<file path="config.mk">
export PLATFORM = sky130hd
export DESIGN_NAME = cfc_core
export DESIGN_NICKNAME = d
export VERILOG_FILES = /design/src/rtl/cfc_pkg.sv /design/src/rtl/cfc_core.sv
export VERILOG_INCLUDE_DIRS = /design/src /design/src/rtl
export SDC_FILE = /design/constraint.sdc
export NUM_CORES = 1
export LEC_CHECK = 0
export ABC_AREA = 1
export CAP_MARGIN = 20
export CORE_ASPECT_RATIO = 0.6
export CORE_MARGIN = 2
export CORE_UTILIZATION = 70
export CTS_CLUSTER_SIZE = 12
export DETAILED_ROUTE_END_ITERATION = 6
export DONT_BUFFER_PORTS = 1
export GPL_TIMING_DRIVEN = 0
export PLACE_DENSITY = 0.83
export SETUP_SLACK_MARGIN = 0.1
export SYNTH_ARGS = -nofsm -noshare
export SYNTH_HDL_FRONTEND = slang
export SYNTH_SLANG_ARGS = --single-unit
export TNS_END_PERCENT = 1
</file>
<file path="constraint.sdc">
create_clock -name clk -period 9.59 [get_ports clk]
set_input_delay 1.918 -clock clk [delete_from_list [all_inputs] [get_ports clk]]
set_output_delay 1.918 -clock clk [all_outputs]
set_load 0.02 [all_outputs]
</file>
<file path="src/rtl/assert_macros.svh">
// ---------------------------------------------------------------------------
// assert_macros.svh
// Concurrent assertion macros shared by the command frame checker RTL.
// ---------------------------------------------------------------------------
`ifndef ASSERT_MACROS_SVH
`define ASSERT_MACROS_SVH

`ifndef NO_ASSERTIONS
// same-cycle implication
`define CFC_ASSERT_IMP(lbl, c, r, ante, cons) \
  lbl: assert property (@(posedge c) disable iff (!(r)) (ante) |-> (cons)) \
    else $error("assertion failed");
// next-cycle implication
`define CFC_ASSERT_NXT(lbl, c, r, ante, cons) \
  lbl: assert property (@(posedge c) disable iff (!(r)) (ante) |=> (cons)) \
    else $error("assertion failed");
`else
`define CFC_ASSERT_IMP(lbl, c, r, ante, cons)
`define CFC_ASSERT_NXT(lbl, c, r, ante, cons)
`endif

`endif

</file>
<file path="src/rtl/cfc_pkg.sv">
// ---------------------------------------------------------------------------
// cfc_pkg
// Types, constants and CRC byte functions for the command frame checker.
// ---------------------------------------------------------------------------
package cfc_pkg;

  localparam int LENGTH_BITS_DEF = 10;
  localparam int PLEN_W          = 10;
  localparam int MIN_FRAME       = 18;
  localparam int RQ_DEPTH        = 4;

  localparam logic [15:0] HCRC_INIT = 16'h3AA3;
  localparam logic [15:0] HCRC_POLY = 16'hA001;
  localparam logic [31:0] FCRC_INIT = 32'h0000_3AA3;
  localparam logic [31:0] FCRC_POLY = 32'hEDB8_8320;

  localparam logic [2:0] ERR_NONE  = 3'd0;
  localparam logic [2:0] ERR_START = 3'd1;
  localparam logic [2:0] ERR_LEN   = 3'd2;
  localparam logic [2:0] ERR_HCRC  = 3'd3;
  localparam logic [2:0] ERR_FCRC  = 3'd4;

  localparam logic KIND_PAYLOAD = 1'b0;
  localparam logic KIND_VERDICT = 1'b1;

  typedef struct packed {
    logic              result_kind;
    logic [7:0]        payload_byte;
    logic              frame_ok;
    logic [2:0]        error_code;
    logic [7:0]        command_type;
    logic [15:0]       sequence_number;
    logic [7:0]        command_set;
    logic [7:0]        command_id;
    logic [PLEN_W-1:0] payload_length;
    logic              last_of_run;
  } result_t;

  typedef struct packed {
    logic pay;
    logic vrd;
  } rq_push_t;

  function automatic logic [15:0] crc16_byte(input logic [15:0] c, input logic [7:0] b);
    logic [15:0] v;
    v = c ^ {8'h00, b};
    for (int i = 0; i < 8; i++) begin
      v = v[0] ? ((v >> 1) ^ HCRC_POLY) : (v >> 1);
    end
    return v;
  endfunction

  function automatic logic [31:0] crc32_byte(input logic [31:0] c, input logic [7:0] b);
    logic [31:0] v;
    v = c ^ {24'h000000, b};
    for (int i = 0; i < 8; i++) begin
      v = v[0] ? ((v >> 1) ^ FCRC_POLY) : (v >> 1);
    end
    return v;
  endfunction

endpackage

</file>
<file path="src/rtl/cfc_core.sv">
// ---------------------------------------------------------------------------
// cfc_core
// Per-frame state, CRC updates, delay window and result formation.
// ---------------------------------------------------------------------------
`include "assert_macros.svh"

module cfc_core #(
  parameter int LENGTH_BITS = cfc_pkg::LENGTH_BITS_DEF
) (
  input  logic              clk,
  input  logic              rst_n,
  input  logic              item_valid,
  input  logic [7:0]        item_byte,
  input  logic              item_eof,
  input  logic [7:0]        start_byte,
  output cfc_pkg::rq_push_t push,
  output cfc_pkg::result_t  pay_res,
  output cfc_pkg::result_t  vrd_res
);
  import cfc_pkg::*;

  localparam int CW = LENGTH_BITS + 1;
  localparam logic [CW-1:0] COUNT_MAX = '1;

  logic [CW-1:0]          byte_count_r, byte_count_nxt, len;
  logic [15:0]            header_crc_r, header_crc_nxt;
  logic [31:0]            frame_crc_r, frame_crc_nxt;
  logic [7:0]             window_r [4];
  logic [LENGTH_BITS-1:0] length_r, length_nxt;
  logic [15:0]            length_word;
  logic [39:0]            header_r, header_nxt;
  logic [2:0]             first_err_r, first_err_nxt;
  logic [2:0]             err;
  logic [31:0]            rx_crc;
  logic [7:0]             oldest;

  assign oldest      = window_r[0];
  assign length_word = {item_byte, length_r[7:0]};
  assign rx_crc      = {item_byte, window_r[3], window_r[2], window_r[1]};

  always_comb begin
    first_err_nxt  = first_err_r;
    header_crc_nxt = header_crc_r;
    length_nxt     = length_r;
    header_nxt     = header_r;
    frame_crc_nxt  = frame_crc_r;

    if (byte_count_r == '0 && item_byte != start_byte) begin
      first_err_nxt = ERR_START;
    end
    if (byte_count_r < CW'(10)) begin
      header_crc_nxt = crc16_byte(header_crc_r, item_byte);
    end
    if (byte_count_r == CW'(10) && item_byte != header_crc_r[7:0] &&
        first_err_r == ERR_NONE) begin
      first_err_nxt = ERR_HCRC;
    end
    if (byte_count_r == CW'(11) && item_byte != header_crc_r[15:8] &&
        first_err_r == ERR_NONE) begin
      first_err_nxt = ERR_HCRC;
    end
    if (byte_count_r == CW'(1)) begin
      length_nxt = LENGTH_BITS'(item_byte);
    end
    if (byte_count_r == CW'(2)) begin
      length_nxt = length_word[LENGTH_BITS-1:0];
    end
    if (byte_count_r == CW'(3)) begin
      header_nxt[7:0] = item_byte;
    end
    if (byte_count_r == CW'(8)) begin
      header_nxt[15:8] = item_byte;
    end
    if (byte_count_r == CW'(9)) begin
      header_nxt[23:16] = item_byte;
    end
    if (byte_count_r == CW'(12)) begin
      header_nxt[31:24] = item_byte;
    end
    if (byte_count_r == CW'(13)) begin
      header_nxt[39:32] = item_byte;
    end
    if (byte_count_r >= CW'(4)) begin
      frame_crc_nxt = crc32_byte(frame_crc_r, oldest);
    end
    byte_count_nxt = (byte_count_r != COUNT_MAX) ? byte_count_r + CW'(1) : byte_count_r;
  end

  assign len = byte_count_nxt;

  always_comb begin
    priority if (len < CW'(MIN_FRAME) || first_err_nxt == ERR_START) begin
      err = ERR_START;
    end else if (CW'(length_nxt) != len) begin
      err = ERR_LEN;
    end else if (first_err_nxt == ERR_HCRC) begin
      err = ERR_HCRC;
    end else if (rx_crc != frame_crc_nxt) begin
      err = ERR_FCRC;
    end else begin
      err = ERR_NONE;
    end
  end

  always_comb begin
    pay_res              = '0;
    pay_res.result_kind  = KIND_PAYLOAD;
    pay_res.payload_byte = oldest;
    pay_res.last_of_run  = ~item_eof;

    vrd_res                 = '0;
    vrd_res.result_kind     = KIND_VERDICT;
    vrd_res.frame_ok        = (err == ERR_NONE);
    vrd_res.error_code      = err;
    vrd_res.command_type    = header_nxt[7:0];
    vrd_res.sequence_number = header_nxt[23:8];
    vrd_res.command_set     = header_nxt[31:24];
    vrd_res.command_id      = header_nxt[39:32];
    vrd_res.payload_length  = (err == ERR_NONE) ? PLEN_W'(len - CW'(MIN_FRAME)) : '0;
    vrd_res.last_of_run     = 1'b1;
  end

  assign push.pay = item_valid && (byte_count_r >= CW'(MIN_FRAME));
  assign push.vrd = item_valid && item_eof;

  always_ff @(posedge clk) begin
    if (!rst_n || (item_valid && item_eof)) begin
      byte_count_r <= '0;
      header_crc_r <= HCRC_INIT;
      frame_crc_r  <= FCRC_INIT;
      length_r     <= '0;
      header_r     <= '0;
      first_err_r  <= ERR_NONE;
      for (int i = 0; i < 4; i++) begin
        window_r[i] <= '0;
      end
    end else if (item_valid) begin
      byte_count_r <= byte_count_nxt;
      header_crc_r <= header_crc_nxt;
      frame_crc_r  <= frame_crc_nxt;
      length_r     <= length_nxt;
      header_r     <= header_nxt;
      first_err_r  <= first_err_nxt;
      window_r[0]  <= window_r[1];
      window_r[1]  <= window_r[2];
      window_r[2]  <= window_r[3];
      window_r[3]  <= item_byte;
    end
  end

  `CFC_ASSERT_NXT(a_eof_clears_count, clk, rst_n, item_valid && item_eof, byte_count_r == '0)
  `CFC_ASSERT_NXT(a_count_advances, clk, rst_n, item_valid && !item_eof, byte_count_r != '0)

endmodule

</file>
==> results.md, run 1 <==
* Vias in the first global route at a little over 9000
* DP Cell Count at about 1700
* Pwr Total at 1.69 mW
* Max H-tree Level at 4
* Global placement routability congestion at 1.04
* TritonCTS buffer count at 17
* Die W at 156 um
* CP endpoint kind: output port
* Fin crit period at 6.72 ns
* Largest net degree at the start of global routing at 26
* RSZ-0062 raised after global routing: false
* Synth area leaders: dfxtp_1 (23%), nand2_1 (19%), edfxtp_1 (9.8%), inv_1 (7.9%), nand3_1 (6.1%)
* Initial Util at a little under three quarters
* Fillers at 986
* Worst Hold Launch: header_r[4]
* CP Launch Point: item_byte[5]
* F_max at 149 MHz
* VDD IR max at approximately 0.13 mV
* Die span in y at 95.5 um
* Clk slew on worst S/H paths at 0.07 ns
* Cell count after synthesis at 1505
* Top FF cell, synth: dfxtp_1
* Non-Filler Instances at 1777
* PD cells at 156 nW/um^2
* Die footprint at about 15000 um^2
* Ant. Diodes at 0
* RR Startpoint: byte_count_r[5]
* Antenna violations before repair at 0
* Synth area leader: dfxtp_1
* WL/cell at 18.6 um
* Layout Nets at 1618
* Yosys warns at 0
* WL final at 33000 um
* Class of the worst hold path: reg -> reg
* Number of synthesized flops with an enable pin at 32
* Max cap viols at 0
* Yosys top cell area share at 23.0%
* Ratio of final minimum period to clock period at between 70% and 80%
* Layout area overhead at 11.2%
* WP data required at 7.67 ns
* Synth async-reset ratio at 0%
* HPWL Detailed at 24400 um
* Run status: complete, but fails checks
* Final Hold Viols at 0
* Sinks on Clock Net at 144
* Worst EP arrival at 4.81 ns
* Hold buffer count at CTS at 0
* Yosys cell types at 47
* Via Count at around 11000
* Drt first pass iters at 7
* Pins Over Slew Limit at 0
* Most frequent cell after synthesis: nand2_1
* Setup Total Neg Slack at 0 ns
* Layout Skew at 0.00939 ns
* Worst-Skew Late Latency at approximately 0.44 ns
* Commonest cells post-synth: nand2_1 (482), inv_1 (206), nand3_1 (118)
* Global-route wire length before repair at 49200 um
* Num rows at 33
* Crit Path Class: in -> out
* Nature of the critical path startpoint: input pin
* Drt initial violations at 1835
* #FFs+latches synth at around 140
* Rel. slew slack at a little over two fifths
* Slew @ Worst Pin at 0.863 ns
* CTS max path bufs at 2
* IO Port Bufs at 0
* CP Max Fanout at 10
* Area of the core at 13600 um^2
* CTS root buffer: clkbuf_16
* Failing checks: DRC
* Fraction of layout cells with a size suffix above 1 at 12.1%
* Drt via density at 5.96
* Sequential area share after synthesis at 32.8%
* Synth Cell Area at approximately 9800 um^2
* Leak Pwr at 5.68 nW
* Postcts setup bufs at 0
* Total gr overflow at 0
* I/O Pins at 150
* Drc violations at 27
* Overall Global Routing Usage at 43.7%
* Routed Antenna Nets at 0
* CTS resizes at 0
* Setup violators final at 0
* Mean Syn Cell Area at 6.49 um^2
* TritonCTS clock tree: built
-- cells by family after synthesis --
logic type | synth area share (%)
buf+inv | 16.2
simple gates | 33.9
fa+ha+maj | 1.15
xor+xnor | 4.29
compound gates | 11.5
flops | 32.8
other cells | 0.0769
-- metrics by stage --
stage	area (um^2)	util, %	setup slack, ns	hold WS, ns
6_report	10900	79.7	2.87	0.480
5_1_grt	10900	79.7	2.69	0.492
4_1_cts	10900	79.7	2.96	0.478
3_5_place_dp	10200	75.2	2.98	0.460
3_3_place_gp	10200	75.0	3.04	0.439
2_1_floorplan	10000	-	3.82	0.422
-- report_power, final --
part | leakage, nW | total [mW] | switching (mW) | internal [mW]
sequential | 1.27 | 0.657 | 0.0181 | 0.639
combinational | 4.10 | 0.315 | 0.220 | 0.0953
clock | 0.307 | 0.718 | 0.320 | 0.398
total | 5.68 | 1.69 | 0.558 | 1.13
-- cells in the final DEF, fill, tap and decap left out, drive strengths merged, types with 29 or more instances in the layout --
cell type  netlist  routed
nand2          499     499
buf             84      86
dfxtp          112     112
clkbuf          31      48
xor2            29      29
edfxtp          32      32
o22ai           76      76
conb             2      65
nand3          123     123
a21oi           40      40
o21ai           53      53
nor2           121     121
inv            224     234
-- registers in the layout, indices dropped and copies added, names as in the netlist --
| signal | cells |
|---|---|
| frame_crc_r | 32 |
| length_r | 10 |
| byte_count_r | 11 |
| first_err_r | 3 |
| window_r | 32 |
| header_crc_r | 16 |
| header_r | 40 |
-- final cells by class --
| class | instances | area (um^2) | share of cell area, % |
|---|---|---|---|
| Buffer | 115 | 729 | 6.72 |
| Clock buffer | 17 | 425 | 3.92 |
| Clock inverter | 15 | 190 | 1.75 |
| Inverter | 227 | 853 | 7.86 |
| Multi-Input combinational cell | 1082 | 5210 | 48.0 |
| Sequential cell | 144 | 3200 | 29.5 |
| Tap cell | 175 | 219 | 2.02 |
| Timing Repair Buffer | 2 | 25.0 | 0.230 |
-- per-layer routing --
layer | share of wire [%] | up-vias | track usage (%)
met2 | 38 | 950 | 61.2
met3 | 19 | 159 | 19.1
met1 | 39 | 4663 | 60.0
met4 | 3.7 | 2 | 14.8
met5 | 0.094 | - | 0
li1 | - | 4822 | -
-- worst paths after layout --
kind         slack, ns  cells past startpoint     endpoint
max               2.87                     14   vrd_res[1]
min               0.48                      2  header_r[4]
max reg2reg       6.77                     11  header_r[5]
min reg2reg       0.48                      2  header_r[4]
-- critical path, cell delays in order --
cell and delay (ns):
clkbuf_1 0.61, xnor2_1 0.26, ha_1 0.20, nand2_1 0.09
o21ai_0 0.21, nor3_1 0.09, a21oi_1 0.17, o21ai_0 0.18
nand2_1 0.26, nand4_2 0.15, nor2_2 0.13, nand3_2 0.10
buf_6 0.19, nor2_2 0.24
Note: power is estimated with default switching activity, not from simulation.
==> run 2, diff against run 1 <==
Settings changed: CORE_UTILIZATION 70 to 59, PLACE_DENSITY 0.83 to 0.75.
Clock period 9.59 ns to 5.4 ns, I/O delays scaled along.
==> results.md, run 2 (synthesis gave the netlist of run 1 again) <==
* Run status: finished, final reports clean
* Die W at 170 um (+8.7%)
* Vias in the first global route at 8643 (-6.1%)
* Area of the core at 16200 um^2 (+19%)
* WP data required at 4.32 ns (-3.35 ns)
* Final Hold Viols at 0 (unchanged)
* Sequential share of power at 40.1% (+1.2 points)
* WL/cell at 17.7 um (-5.0%)
* Max H-tree Level at 4 (unchanged)
* Die span in y at 104 um (+8.6%)
* PD cells at 267 nW/um^2 (+72%)
* Layout Nets at 1618 (unchanged)
* Global-route wire length before repair at 48400 um (-1.8%)
* Global placement routability congestion at 0.989 (-5.0%)
* Nature of the critical path startpoint: flip-flop
* Routed Antenna Nets at 0 (unchanged)
* Worst-Skew Late Latency at 0.45 ns (about the same)
* Drt initial violations at 1302 (-29%)
* Rel. slew slack at 37.5% (-4.9 points)
* CP Cell Sequence: ha_1 > inv_1 > nor2_4 > nand3_4 > o21ai_4 > ha_1 > inv_1 > o21ai_1 > nand2_1 > nor3b_2 > nand2_1 > o21ai_1 > nor2_2 > nand3_2 > buf_6 > nor2_2
* Drt via density at 5.52 (-7.4%)
* Drc violations at 0 (-100%)
* CTS max path bufs at 2 (unchanged)
* Postcts setup bufs at 0 (unchanged)
* Fin crit period at 5.06 ns
* CTS resizes at 0 (unchanged)
* Fraction of layout cells with a size suffix above 1 at 12.0% (-0.062 points)
* Largest net degree at the start of global routing at 23 (-12%)
* Hold buffer count at CTS at 0 (unchanged)
* Combinational fraction of design power at 18.6% (about the same)
* Crit Path Class: reg -> out
* CP endpoint kind: output port
* HPWL Detailed at 24100 um (-1.2%)
* Leak Pwr at 5.67 nW (-0.23%)
* Most common cell after layout, fill and taps aside: nand2_1
* Sinks on Clock Net at 144 (unchanged)
* Slew @ Worst Pin at 0.937 ns (+0.0738 ns)
* Antenna violations before repair at 0 (unchanged)
* TritonCTS buffer count at 17 (unchanged)
* Ant. Diodes at 0 (unchanged)
* Ratio of final minimum period to clock period at 93.7%
* Drt first pass iters at 6 (-1)
* Buf+Inv Stages, Crit Path at 3 (+1)
* CP top delay family: simple AND/OR/NAND/NOR gates
* Max cap viols at 0 (unchanged)
* TritonCTS clock tree: built
* Pins Over Slew Limit at 0 (unchanged)
* CTS root buffer: clkbuf_16
* RSZ-0062 raised after global routing: false
* WL final at 32000 um (-3.2%)
* F_max at 198 MHz
* CP peak stage delay at 0.55 ns (-0.06 ns)
* Sw frac at 33.1% (+0.067 points)
* Class of the worst hold path: reg -> reg
* Initial Util at 60.2% (-11 points)
* Setup Total Neg Slack at 0 ns (unchanged)
* Pwr Total at 2.91 mW (+72%)
* Pre-CTS WS at 0.526 ns (-2.45 ns)
* IO Port Bufs at 0 (unchanged)
* Overall Global Routing Usage at 36.3% (-7.4 points)
* Pint at 1.95 mW (+72%)
* Setup violators final at 0 (unchanged)
* Most frequent cells in the layout: nand2_1 (482), inv_1 (206), nand3_1 (118)
* Largest regs: header_r x40, frame_crc_r x32, window_r x32
* Layout area overhead at 11.4%
* Worst EP arrival at 3.98 ns (-0.83 ns)
* I/O Pins at 150 (unchanged)
* CP Max Fanout at 10 (unchanged)
* Clk slew on worst S/H paths at 0.08 ns (about the same)
* Cell type of the slowest stage on the worst timing path: dfxtp_1
* VDD IR max at 0.305 mV (+130%)
* Biggest register: header_r
* Layout Skew at 0.0115 ns (+0.00213 ns)
* Total gr overflow at 0 (unchanged)
* Clock group share of total power at 41.3% (-1.2 points)
* Via Count at 10004 (-5.6%)
* Num rows at 36 (+9.1%)
* Max FFs per register at 40 (unchanged)
* Die footprint at 17600 um^2 (+18%)
* P_sw at 0.961 mW (+72%)
* Final setup margin at 0.341 ns (-2.52 ns)
## run 2: per-stage QoR
step / cells / utilization [%] / hold slack (ns) / cell area, um^2
CTS: 1811 / 67.1 / 0.465 / 10900
global route: 1811 / 67.1 / 0.490 / 10900
floorplan: 1568 / - / 0.422 / 10000
detailed placement: 1779 / 63.5 / 0.449 / 10300
finish: 1811 / 67.1 / 0.468 / 10900
global placement: 1777 / 63.3 / 0.437 / 10300
## run 2: final timing paths
kind	from	endpoint	slack, ns	cells after the start
worst max-delay path	byte_count_r[0]	vrd_res[1]	0.34	16
worst min-delay path	length_r[6]	length_r[6]	0.47	2
worst max register to register	byte_count_r[6]	header_r[5]	2.58	11
worst min register to register	length_r[6]	length_r[6]	0.47	2
## run 2: final cells by class
cell class,instances,area [um^2]
Inverter,227,853
Clock inverter,13,129
Fill cell,1490,5340
Multi-Input combinational cell,1082,5210
Tap cell,209,262
Timing Repair Buffer,2,32.5
Buffer,115,729
Sequential cell,144,3200
Clock buffer,19,454
## run 2: routing by layer
| metal | part of all wire, % | wire length [um] | up-vias | global-route usage [%] |
|---|---|---|---|---|
| met5 | 0 | 0 | - | 0 |
| met4 | 1.9 | 597 | 0 | 9.65 |
| met3 | 17 | 5400 | 54 | 16.2 |
| met2 | 37 | 11900 | 643 | 46.3 |
| met1 | 44 | 14000 | 4478 | 54.3 |
| li1 | - | - | 4829 | - |
## run 2: power by group through the flow
stage	combinational [mW]	sequential [mW]	clock, mW
5_1_grt	0.587	1.17	1.24
3_5_place_dp	0.515	1.19	0
3_3_place_gp	0.509	1.19	0
6_report	0.540	1.17	1.20
4_1_cts	0.518	1.17	1.19
2_1_floorplan	0.397	1.18	0
## run 2: worst min-delay path, stage by stage (launching register included)
cell and delay (ns):
dfxtp_1 0.33, nand2_1 0.05, o21ai_0 0.06
